[config.mk]
export PLATFORM = sky130hd
export DESIGN_NAME = sorted_list_table_top
export DESIGN_NICKNAME = d
export VERILOG_FILES = /design/src/rtl/core/slt_pkg.sv /design/src/rtl/core/sorted_list_table_top.sv /design/src/rtl/core/slt_cell.sv /design/src/rtl/core/slt_ctrl.sv
export SDC_FILE = /design/constraint.sdc
export NUM_CORES = 2
export LEC_CHECK = 0
export BUFFER_PORTS_ARGS = -buffer_cell sky130_fd_sc_hd__clkbuf_2
export CAP_MARGIN = 20
export CORE_UTILIZATION = 60
export CTS_CLUSTER_DIAMETER = 150
export CTS_CLUSTER_SIZE = 24
export DETAILED_ROUTE_END_ITERATION = 6
export HOLD_SLACK_MARGIN = 0.12
export PLACE_DENSITY = 0.86
export SETUP_SLACK_MARGIN = 0.3
export SYNTH_ARGS = -nofsm -noshare
export SYNTH_HDL_FRONTEND = slang
export SYNTH_SLANG_ARGS = --single-unit
[constraint.sdc]
create_clock -name clk -period 7.3 [get_ports clk]
set_input_delay 0.365 -clock clk [delete_from_list [all_inputs] [get_ports clk]]
set_output_delay 0.365 -clock clk [all_outputs]
set_load 0.1 [all_outputs]
[src/rtl/core/slt_pkg.sv]
// ----------------------------------------------------------------------------
// slt_pkg: shared types and constants of the sorted list table
// Transaction structs, operation and status codes, default capacity.
// ----------------------------------------------------------------------------
package slt_pkg;

  localparam int SLT_CAPACITY = 16;
  localparam int VALUE_W      = 32;
  localparam int MODE_W       = 2;
  localparam int STATUS_W     = 2;
  localparam int ENTRY_CNT_W  = 5;

  localparam logic [MODE_W-1:0] MODE_INSERT = 2'd0;
  localparam logic [MODE_W-1:0] MODE_SEARCH = 2'd1;
  localparam logic [MODE_W-1:0] MODE_DELETE = 2'd2;

  localparam logic [STATUS_W-1:0] STATUS_OK      = 2'd0;
  localparam logic [STATUS_W-1:0] STATUS_FULL    = 2'd1;
  localparam logic [STATUS_W-1:0] STATUS_MISSING = 2'd2;

  typedef struct packed {
    logic [MODE_W-1:0]         mode;
    logic signed [VALUE_W-1:0] value;
  } slt_in_t;

  typedef struct packed {
    logic [STATUS_W-1:0]    status;
    logic [ENTRY_CNT_W-1:0] entry_count;
  } slt_out_t;

  // Strobes broadcast from the controller to every cell
  typedef struct packed {
    logic cmp_en;
    logic ins_go;
    logic del_go;
  } slt_cell_ctl_t;

endpackage

[src/rtl/core/sorted_list_table_top.sv]
// ----------------------------------------------------------------------------
// sorted_list_table_top: bounded table of signed values in ascending order
//
// Input channel in_valid/in_ready/in_data carries one transaction: a mode
// (insert, search, delete) and a signed 32-bit value. Output channel
// out_valid/out_ready/out_data returns exactly one result per transaction:
// a status (done or found, table full, not found) and the entry count after
// the operation.
//
// Storage is a row of CAPACITY cells. In the cycle a transaction is
// accepted, every cell compares its entry with the value and registers
// its flags; once the result register is free, the hit flags are
// OR-reduced and the cells shift together, inserting or removing one
// entry. The result register loads with that shift, and a new
// transaction is accepted only after the previous one has resolved.
//
// Reset clears the entry count and out_valid; entries need no
// clearing. When the receiver stalls, one more transaction is accepted and
// compared, then held until the result register frees up.
// ----------------------------------------------------------------------------
module sorted_list_table_top
  import slt_pkg::*;
#(
  parameter int CAPACITY = SLT_CAPACITY
) (
  input  logic     clk,
  input  logic     rst,
  input  logic     in_valid,
  output logic     in_ready,
  input  slt_in_t  in_data,
  output logic     out_valid,
  input  logic     out_ready,
  output slt_out_t out_data
);

  localparam int CNT_W = $clog2(CAPACITY + 1);

  logic [CNT_W-1:0]          count;
  logic signed [VALUE_W-1:0] cell_value;
  slt_cell_ctl_t             ctl;
  logic                      found;

  logic signed [VALUE_W-1:0] entry_vec [CAPACITY];
  logic [CAPACITY-1:0]       occ_vec;
  logic [CAPACITY-1:0]       geq_vec;
  logic [CAPACITY-1:0]       match_vec;

  assign found = |match_vec;

  slt_ctrl #(
    .CAPACITY (CAPACITY),
    .CNT_W    (CNT_W)
  ) u_ctrl (
    .clk        (clk),
    .rst        (rst),
    .in_valid   (in_valid),
    .in_ready   (in_ready),
    .in_data    (in_data),
    .out_valid  (out_valid),
    .out_ready  (out_ready),
    .out_data   (out_data),
    .found      (found),
    .count      (count),
    .cell_value (cell_value),
    .ctl        (ctl)
  );

  for (genvar i = 0; i < CAPACITY; i++) begin : g_cell
    logic                      left_occ;
    logic                      left_geq;
    logic signed [VALUE_W-1:0] left_entry;
    logic signed [VALUE_W-1:0] right_entry;

    assign occ_vec[i] = (CNT_W'(i) < count);

    if (i == 0) begin : g_head
      assign left_occ   = 1'b1;
      assign left_geq   = 1'b0;
      assign left_entry = entry_vec[i];
    end else begin : g_body
      assign left_occ   = occ_vec[i-1];
      assign left_geq   = geq_vec[i-1];
      assign left_entry = entry_vec[i-1];
    end

    if (i == CAPACITY - 1) begin : g_tail
      assign right_entry = entry_vec[i];
    end else begin : g_inner
      assign right_entry = entry_vec[i+1];
    end

    slt_cell u_cell (
      .clk         (clk),
      .ctl         (ctl),
      .value       (cell_value),
      .occ         (occ_vec[i]),
      .left_occ    (left_occ),
      .left_geq    (left_geq),
      .left_entry  (left_entry),
      .right_entry (right_entry),
      .entry       (entry_vec[i]),
      .geq         (geq_vec[i]),
      .match       (match_vec[i])
    );
  end

endmodule

[src/rtl/core/slt_cell.sv]
// ----------------------------------------------------------------------------
// slt_cell: one position of the sorted list table
// Holds one entry, compares it with the transaction value and shifts
// toward either neighbor on insert or delete.
// ----------------------------------------------------------------------------
module slt_cell
  import slt_pkg::*;
(
  input  logic                      clk,
  input  slt_cell_ctl_t             ctl,
  input  logic signed [VALUE_W-1:0] value,
  input  logic                      occ,
  input  logic                      left_occ,
  input  logic                      left_geq,
  input  logic signed [VALUE_W-1:0] left_entry,
  input  logic signed [VALUE_W-1:0] right_entry,
  output logic signed [VALUE_W-1:0] entry,
  output logic                      geq,
  output logic                      match
);

  logic at_count;

  // first free position: this cell empty, left neighbor occupied
  assign at_count = !occ && left_occ;

  always_ff @(posedge clk) begin
    if (ctl.cmp_en) begin
      geq   <= occ && !(entry < value);
      match <= occ && (entry == value);
    end
    if (ctl.ins_go) begin
      if (left_geq) begin
        entry <= left_entry;
      end else if (geq || at_count) begin
        entry <= value;
      end
    end else if (ctl.del_go) begin
      // every cell from the first match onward pulls from the right
      if (geq) begin
        entry <= right_entry;
      end
    end
  end

endmodule

[src/rtl/core/slt_ctrl.sv]
// ----------------------------------------------------------------------------
// slt_ctrl: sequencer of the sorted list table
// Latches the input transaction, keeps the entry count, issues the cell
// strobes and holds the result register.
// ----------------------------------------------------------------------------
module slt_ctrl
  import slt_pkg::*;
#(
  parameter int CAPACITY = SLT_CAPACITY,
  parameter int CNT_W    = $clog2(CAPACITY + 1)
) (
  input  logic                      clk,
  input  logic                      rst,
  input  logic                      in_valid,
  output logic                      in_ready,
  input  slt_in_t                   in_data,
  output logic                      out_valid,
  input  logic                      out_ready,
  output slt_out_t                  out_data,
  input  logic                      found,
  output logic [CNT_W-1:0]          count,
  output logic signed [VALUE_W-1:0] cell_value,
  output slt_cell_ctl_t             ctl
);

  typedef enum logic {
    S_IDLE,
    S_RESOLVE
  } state_t;

  localparam logic [CNT_W-1:0] CAP_CNT = CNT_W'(CAPACITY);

  state_t              state;
  slt_in_t             op;
  logic                fire;
  logic                full;
  logic [STATUS_W-1:0] status_next;
  logic [CNT_W-1:0]    count_next;

  assign in_ready   = (state == S_IDLE);
  assign fire       = (state == S_RESOLVE) && (!out_valid || out_ready);
  assign full       = (count >= CAP_CNT);
  assign cell_value = (state == S_IDLE) ? in_data.value : op.value;

  assign ctl.cmp_en = in_valid && in_ready;
  assign ctl.ins_go = fire && (op.mode == MODE_INSERT) && !full;
  assign ctl.del_go = fire && (op.mode == MODE_DELETE) && found;

  always_comb begin
    status_next = STATUS_OK;
    count_next  = count;
    unique case (op.mode)
      MODE_INSERT: begin
        if (full) begin
          status_next = STATUS_FULL;
        end else begin
          count_next = count + CNT_W'(1);
        end
      end
      MODE_SEARCH: begin
        if (!found) begin
          status_next = STATUS_MISSING;
        end
      end
      MODE_DELETE: begin
        if (found) begin
          count_next = count - CNT_W'(1);
        end else begin
          status_next = STATUS_MISSING;
        end
      end
      default: begin
        status_next = STATUS_OK;
      end
    endcase
  end

  always_ff @(posedge clk) begin
    if (rst) begin
      state     <= S_IDLE;
      out_valid <= 1'b0;
      count     <= '0;
    end else begin
      if (out_valid && out_ready) begin
        out_valid <= 1'b0;
      end
      unique case (state)
        S_IDLE: begin
          if (in_valid) begin
            op    <= in_data;
            state <= S_RESOLVE;
          end
        end
        S_RESOLVE: begin
          // hold until the result register is free
          if (fire) begin
            count                <= count_next;
            out_valid            <= 1'b1;
            out_data.status      <= status_next;
            out_data.entry_count <= ENTRY_CNT_W'(count_next);
            state                <= S_IDLE;
          end
        end
        default: begin
          state <= S_IDLE;
        end
      endcase
    end
  end

endmodule

# Yosys cells after proc, flatten, opt, wreduce, memory -nomap -nowiden

Cells that the tools add are included.

Input bits: 38
Output and inout bits: 9
Word-level logic and storage cells: 358
Register bits after elaboration: 592

Multiplexer cells: 89
$lt $le $gt $ge: 33
Bitwise gates (word level): 2
$add $sub $neg: 2
Equality and inequality tests: 33
Reduce and logical (&&, ||, !) cells: 144

Operators by type and width:

| cell                  | count |
|---|---|
| $mux W32              | 77 |
| $eq A32 B32 Y1        | 16 |
| $lt A32 B32 Y1        | 16 |
| $logic_and A1 B1 Y1   | 54 |
| $reduce_and A3 Y1     | 17 |
| $ne A3 B1 Y1 const B  | 14 |
| $lt A4 B5 Y1 const A  | 8 |
| $logic_not A1 Y1      | 34 |
| $reduce_bool A2 Y1    | 17 |
| $lt A3 B5 Y1 const A  | 4 |
| $logic_or A1 B1 Y1    | 17 |
| $reduce_or A16 Y1     | 1 |
| $lt A1 B5 Y1 const A  | 2 |
| $lt A2 B5 Y1 const A  | 2 |
| $mux W5               | 2 |
| $pmux W5 S2           | 1 |
| $mux W1               | 6 |
| $add A5 B1 Y5 const B | 1 |
| $ge A5 B5 Y1 const B  | 1 |
| $sub A5 B1 Y5 const B | 1 |
| $pmux W2 S2           | 1 |
| $reduce_and A2 Y1     | 2 |
| $eq A2 B1 Y1 const B  | 1 |
| $eq A2 B2 Y1 const B  | 1 |
| 6 further kinds       | 7 |

# Logic depth before layout (Yosys ltp)

Depth after elaboration: 7
Gate-level depth with buffers: 12
Gate-level depth less buffers: 9

# Cells and area by module

From an unflattened synthesis, not the netlist that was laid out.

Cells, all modules: 4311
Area, all modules: 43355.3 µm²

By module, submodules not included:

| module                | area each (µm²) | cells an instance | times used | seq. area each (µm²) |
|---|---|---|---|---|
| slt_cell              | 2551.2          | 257               | 16         | 1021.0 |
| slt_ctrl              | 2341.0          | 165               | 1          | 1371.3 |
| sorted_list_table_top | 195.2           | 34                | 1          | 0.0 |

# Least setup slack after synthesis

No wires, ideal clock.

Path kind: register -> register
Start: register u_ctrl.out_valid
End: register g_cell[0].u_cell.entry[0], enable pin
Arrival: 3.880 ns
Stages on the path, launching flop included: 8
Slack: 2.954 ns
Clock period less this slack: 4.346 ns
Library setup time: 0.466 ns
Required time: 6.834 ns
Path buffers: 3
Path through: dfxtp_1 > nand2b_1 > and2_1 > buf_2 > nand2_1 > buf_2 > clkbuf_1 > o21ai_0

Longest elaborated chain between the ends: 7
Elaborated cells on any way between the ends: 11
Those cells by class: eq/ne (1); reduce/logical (10)

Ends and longest elaborated chain:

| what                                                                       | RTL line                       | source |
|---|---|---|
| from (decl)                                                                | slt_ctrl.sv:17                 | `output logic out_valid,` |
| from (signal assigned)                                                     | slt_ctrl.sv:81                 | `out_valid <= 1'b0;` |
| from (signal assigned)                                                     | slt_ctrl.sv:85                 | `out_valid <= 1'b0;` |
| from (signal assigned)                                                     | slt_ctrl.sv:98                 | `out_valid <= 1'b1;` |
| $logic_not A1 Y1 (*)                                                       | slt_ctrl.sv:41                 | `assign fire = (state == S_RESOLVE) && (!out_valid \|\| out_ready);` |
| $logic_or A1 B1 Y1 (*)                                                     | slt_ctrl.sv:41                 |  |
| $logic_and A1 B1 Y1 (*)                                                    | slt_ctrl.sv:41                 |  |
| $logic_and A1 B1 Y1 (on tied branches) (2 in a row)                        | slt_ctrl.sv:46, slt_ctrl.sv:47 |  |
| $ne A2 B1 Y1 (no source line) / $reduce_bool A2 Y1 (equally long branches) | --                             |  |
| $reduce_and A3 Y1 (no source line) (*)                                     | --                             |  |
| to (signal assigned)                                                       | slt_cell.sv:34                 | `entry <= left_entry;` |
| to (signal assigned)                                                       | slt_cell.sv:36                 | `entry <= value;` |
| to (signal assigned)                                                       | slt_cell.sv:41                 | `entry <= right_entry;` |
| to (decl)                                                                  | slt_cell.sv:17                 | `output logic signed [VALUE_W-1:0] entry,` |

Mark *: on every way between the ends. The rest lies on a longest branch, timed or not.
A chain may end at the register's enable or synchronous reset.

# Final worst setup path

Start: register u_ctrl.state
End: register g_cell[8].u_cell.geq, data pin

Longest elaborated chain between the ends: 4

Ends and longest elaborated chain:

| what                   | RTL line        | source |
|---|---|---|
| from (decl)            | slt_ctrl.sv:33  | `state_t state;` |
| from (signal assigned) | slt_ctrl.sv:80  | `state <= S_IDLE;` |
| from (signal assigned) | slt_ctrl.sv:91  | `state <= S_RESOLVE;` |
| from (signal assigned) | slt_ctrl.sv:101 | `state <= S_IDLE;` |
| $mux W32               | slt_ctrl.sv:43  | `assign cell_value = (state == S_IDLE) ? in_data.value : op.value;` |
| $lt A32 B32 Y1         | slt_cell.sv:29  | `geq <= occ && !(entry < value);` |
| $logic_not A1 Y1       | slt_cell.sv:29  |  |
| $logic_and A1 B1 Y1    | slt_cell.sv:29  |  |
| to (signal assigned)   | slt_cell.sv:29  |  |
| to (decl)              | slt_cell.sv:18  | `output logic geq,` |

Every way passes these cells.

==> impl_metrics.env <==
export IMPL_critPathMaxFanout=23
export IMPL_nets=4803
export IMPL_drt_pass1_iter_count=6
export IMPL_synth_commonest_cells="a21oi_1 (662), nand2_1 (641), edfxtp_1 (585)"
export IMPL_synth_fp_nets=4868
export IMPL_dieArea_mm2=0.0672
export IMPL_drive_gt1_share_pct=5.04
export IMPL_yosysMostFrequentCell="a21oi_1"
export IMPL_max_slew_margin_rel_pct=26.3
export IMPL_grt_pass1_vias=31800
export IMPL_p_clk_share_pct=25.1
export IMPL_p_per_area_mw_per_mm2=181
export IMPL_worstSetupPathType="register to register"
export IMPL_grt_overflow_total=0
export IMPL_power_switching_w=0.00241
export IMPL_yosys_warnings=0
export IMPL_final_hold_viol_count=0
export IMPL_synthFlopType="edfxtp_1"
export IMPL_fmax_mhz=215
export IMPL_drt_iter0_drc=4359
export IMPL_fp_dieH_um=259
export IMPL_cts_tree="yes"
export IMPL_end_kind="register"
export IMPL_routabilityCongestion=0.926
export IMPL_multi_input_area_mm2=0.0212
export IMPL_tns_ns=0
export IMPL_slowest_stage="dfxtp_4"
export IMPL_vdd_drop_max_mv=0.209
export IMPL_setup_viol=0
export IMPL_avgRoutedWirePerCell_um=21.0
export IMPL_pwr_share_seq_pct=52.1
export IMPL_combPwrFrac_pct=22.8
export IMPL_ys_top_cells_by_area="edfxtp_1 (44%), ha_1 (16%), a21oi_1 (8.3%)"
export IMPL_place_area_mm2=0.0411
export IMPL_critical_path_cell_chain="buf_4 > mux2i_4 > buf_4 > ha_1 > nand4_1 > nor2_1 > a221o_1 > or3_1 > a2111oi_2 > mux2_1"
export IMPL_crit_path_frequent_cell="buf_4"
export IMPL_reg2reg_slack_ns=2.65
export IMPL_power_share_switching_pct=31.6
export IMPL_synth_cells=4312
export IMPL_io_buffers=46
export IMPL_syn_area_mm2=0.0397
export IMPL_cts_buffers=28
export IMPL_avgViaCountPerCell=6.51
export IMPL_clock_path_buffers=3
export IMPL_intPower_w=0.00523
export IMPL_register_area_mm2=0.0177
export IMPL_path_clk_slew_ns=0.10
export IMPL_route_detailed_drc=0
export IMPL_yosys_area_top_type="edfxtp_1"
export IMPL_fill_cells=5020
export IMPL_crit_family="buffers and inverters"
export IMPL_cts_max_level=1
export IMPL_synth_seq_cells=592
export IMPL_period_share_pct=63.8
export IMPL_vias=33400
export IMPL_core_mm2=0.0649
export IMPL_finalWirelength_um=107000
export IMPL_fin_skew_ns=0.0377
export IMPL_cts_sinks=592
export IMPL_grt_max_degree=208
export IMPL_async_flop_share_pct=0
export IMPL_yosysUniqueCellTypes=65
export IMPL_ios=47
export IMPL_drtAntennaViolNets=0
export IMPL_cts_setup_buffers=0
export IMPL_grt_pass1_wl_um=170000
export IMPL_tightest_slew_ns=1.11
export IMPL_startpoint_type="register"
export IMPL_critPathArrivalTime_ns=5.06
export IMPL_required_ns=7.70
export IMPL_final_max_slew_viol_count=0
export IMPL_min_period_ns=4.65
export IMPL_core_rowCount=93
export IMPL_post_dp_hpwl_um=76200
export IMPL_cts_root_buf="clkbuf_16"
export IMPL_ys_seq_area_share_pct=44.6
export IMPL_avgSynthCellArea_um2=9.21
export IMPL_slowest_delay_ns=0.87
export IMPL_syn_to_final_growth_pct=6.68
export IMPL_stdcell_area_mm2=0.0424
export IMPL_die_w_um=259
export IMPL_grt_usage_pct=31.5
export IMPL_power_leakage_nw=17.2
export IMPL_cap_violations=0
export IMPL_crit_buf_inv=2
export IMPL_status="finished clean"
export IMPL_hold_class="input pin to register"
export IMPL_synthDominantCellAreaShare_pct=44.2
export IMPL_start_util_pct=61.2
export IMPL_num_antenna_cells=0
export IMPL_antenna_found_initial=0
export IMPL_rsz0062_at_grt="no"
export IMPL_synth_edf_count=585
export IMPL_clkLatencyLatePin_ns=0.66
cell type report:
| class | instances | share of cell area (%) |
|---|---|---|
| clock inverters | 1 | 0.0207 |
| multi-input cells | 3386 | 50.0 |
| repair buffers | 164 | 3.07 |
| well taps | 855 | 2.53 |
| clock buffers | 51 | 1.91 |
| flip-flops and latches | 592 | 41.8 |
| inverters | 75 | 0.665 |
state kept, by name, summed over array words and instances, names as in the netlist:
| register | count |
|---|---|
| u_ctrl.op | 34 |
| g_cell.u_cell.entry | 512 |
| u_ctrl.out_valid | 1 |
| g_cell.u_cell.match | 16 |
| u_ctrl.out_data | 7 |
| g_cell.u_cell.geq | 16 |
| u_ctrl.state | 1 |
| u_ctrl.count | 5 |
timing repair:
action                    4_1_cts  5_1_grt
hold endpoints to repair       38        0
hold buffers                   39        0
gates resized for setup         0        0
worst register-to-register path: cells and delay by family (launching register included):
kind	cells	cell delay [ns]
compound gates	2	0.68
buf+inv	2	1.05
mux	2	0.97
fa+ha+maj	1	0.30
simple gates	3	0.56
flops	1	0.87
cells by family after synthesis:
logic type | share of synthesized area [%]
buffers and inverters | 3.41
flip-flops | 44.6
adder cells (fa/ha/maj) | 16.3
AND/OR/NAND/NOR | 15.0
multiplexers | 1.93
AO/OA/AOI/OAI | 18.7
per-stage QoR:
step / total power (W) / hold WS, ns / instances / utilization [%] / setup WS, ns
global placement: 0.00563 / 0.524 / 5029 / 63.3 / 2.72
CTS: 0.00758 / 0.437 / 5120 / 65.1 / 2.64
global route: 0.00794 / 0.467 / 5124 / 65.2 / 2.41
finish: 0.00765 / 0.449 / 5124 / 65.2 / 2.65
detailed placement: 0.00572 / 0.539 / 5029 / 63.3 / 2.66
floorplan: 0.00519 / 0.464 / 4312 / - / 2.95
worst paths after layout:
path | from | endpoint | cells after the start
setup reg to reg | u_ctrl.state$_SDFF_PP0_ | g_cell[8].u_cell.geq$_DFFE_PP_ | 10
setup / recovery | u_ctrl.state$_SDFF_PP0_ | g_cell[8].u_cell.geq$_DFFE_PP_ | 10
hold reg to reg | g_cell[15].u_cell.entry[10]$_DFFE_PP_ | g_cell[14].u_cell.entry[10]$_DFFE_PP_ | 2
hold / removal | in_data[32] | u_ctrl.op[32]$_DFFE_PP_ | 2
placed cells by master, fill, tap and decap left out, types with 8 or more instances in the layout:
| master | count |
|---|---|
| a21oi_1 | 662 |
| nand2_1 | 640 |
| edfxtp_1 | 585 |
| ha_1 | 518 |
| nor2_1 | 504 |
| o21ai_0 | 483 |
| nand4_1 | 89 |
| inv_1 | 75 |
| buf_4 | 72 |
| o21ai_1 | 62 |
| a21o_1 | 50 |
| clkbuf_2 | 46 |
| mux2i_1 | 40 |
| dlygate4sd3_1 | 39 |
| nand3_1 | 31 |
| mux2i_4 | 31 |
| and4_1 | 30 |
| clkbuf_16 | 29 |
| clkbuf_1 | 22 |
| nor3_1 | 21 |
| nor4_1 | 20 |
| nor2b_1 | 20 |
| a211oi_1 | 16 |
| a31oi_1 | 14 |
| o211ai_1 | 13 |
| nand2b_1 | 10 |
| a221oi_1 | 10 |
| or4_1 | 9 |
| o21ai_4 | 8 |
power groups by stage:
stage / logic [W] / clock network (W) / registers [W]
floorplan: 0.00117 / 0 / 0.00402
CTS: 0.00170 / 0.00190 / 0.00398
finish: 0.00174 / 0.00192 / 0.00398
global placement: 0.00158 / 0 / 0.00406
global route: 0.00194 / 0.00201 / 0.00400
detailed placement: 0.00167 / 0 / 0.00406
layer usage:
layer  GRT usage [%]  wire (µm)
met1            44.7      44100
met2            50.8      49800
met3            4.42      10800
met4            8.24       2650
met5               0          0
(Power assumes the default switching activity.)
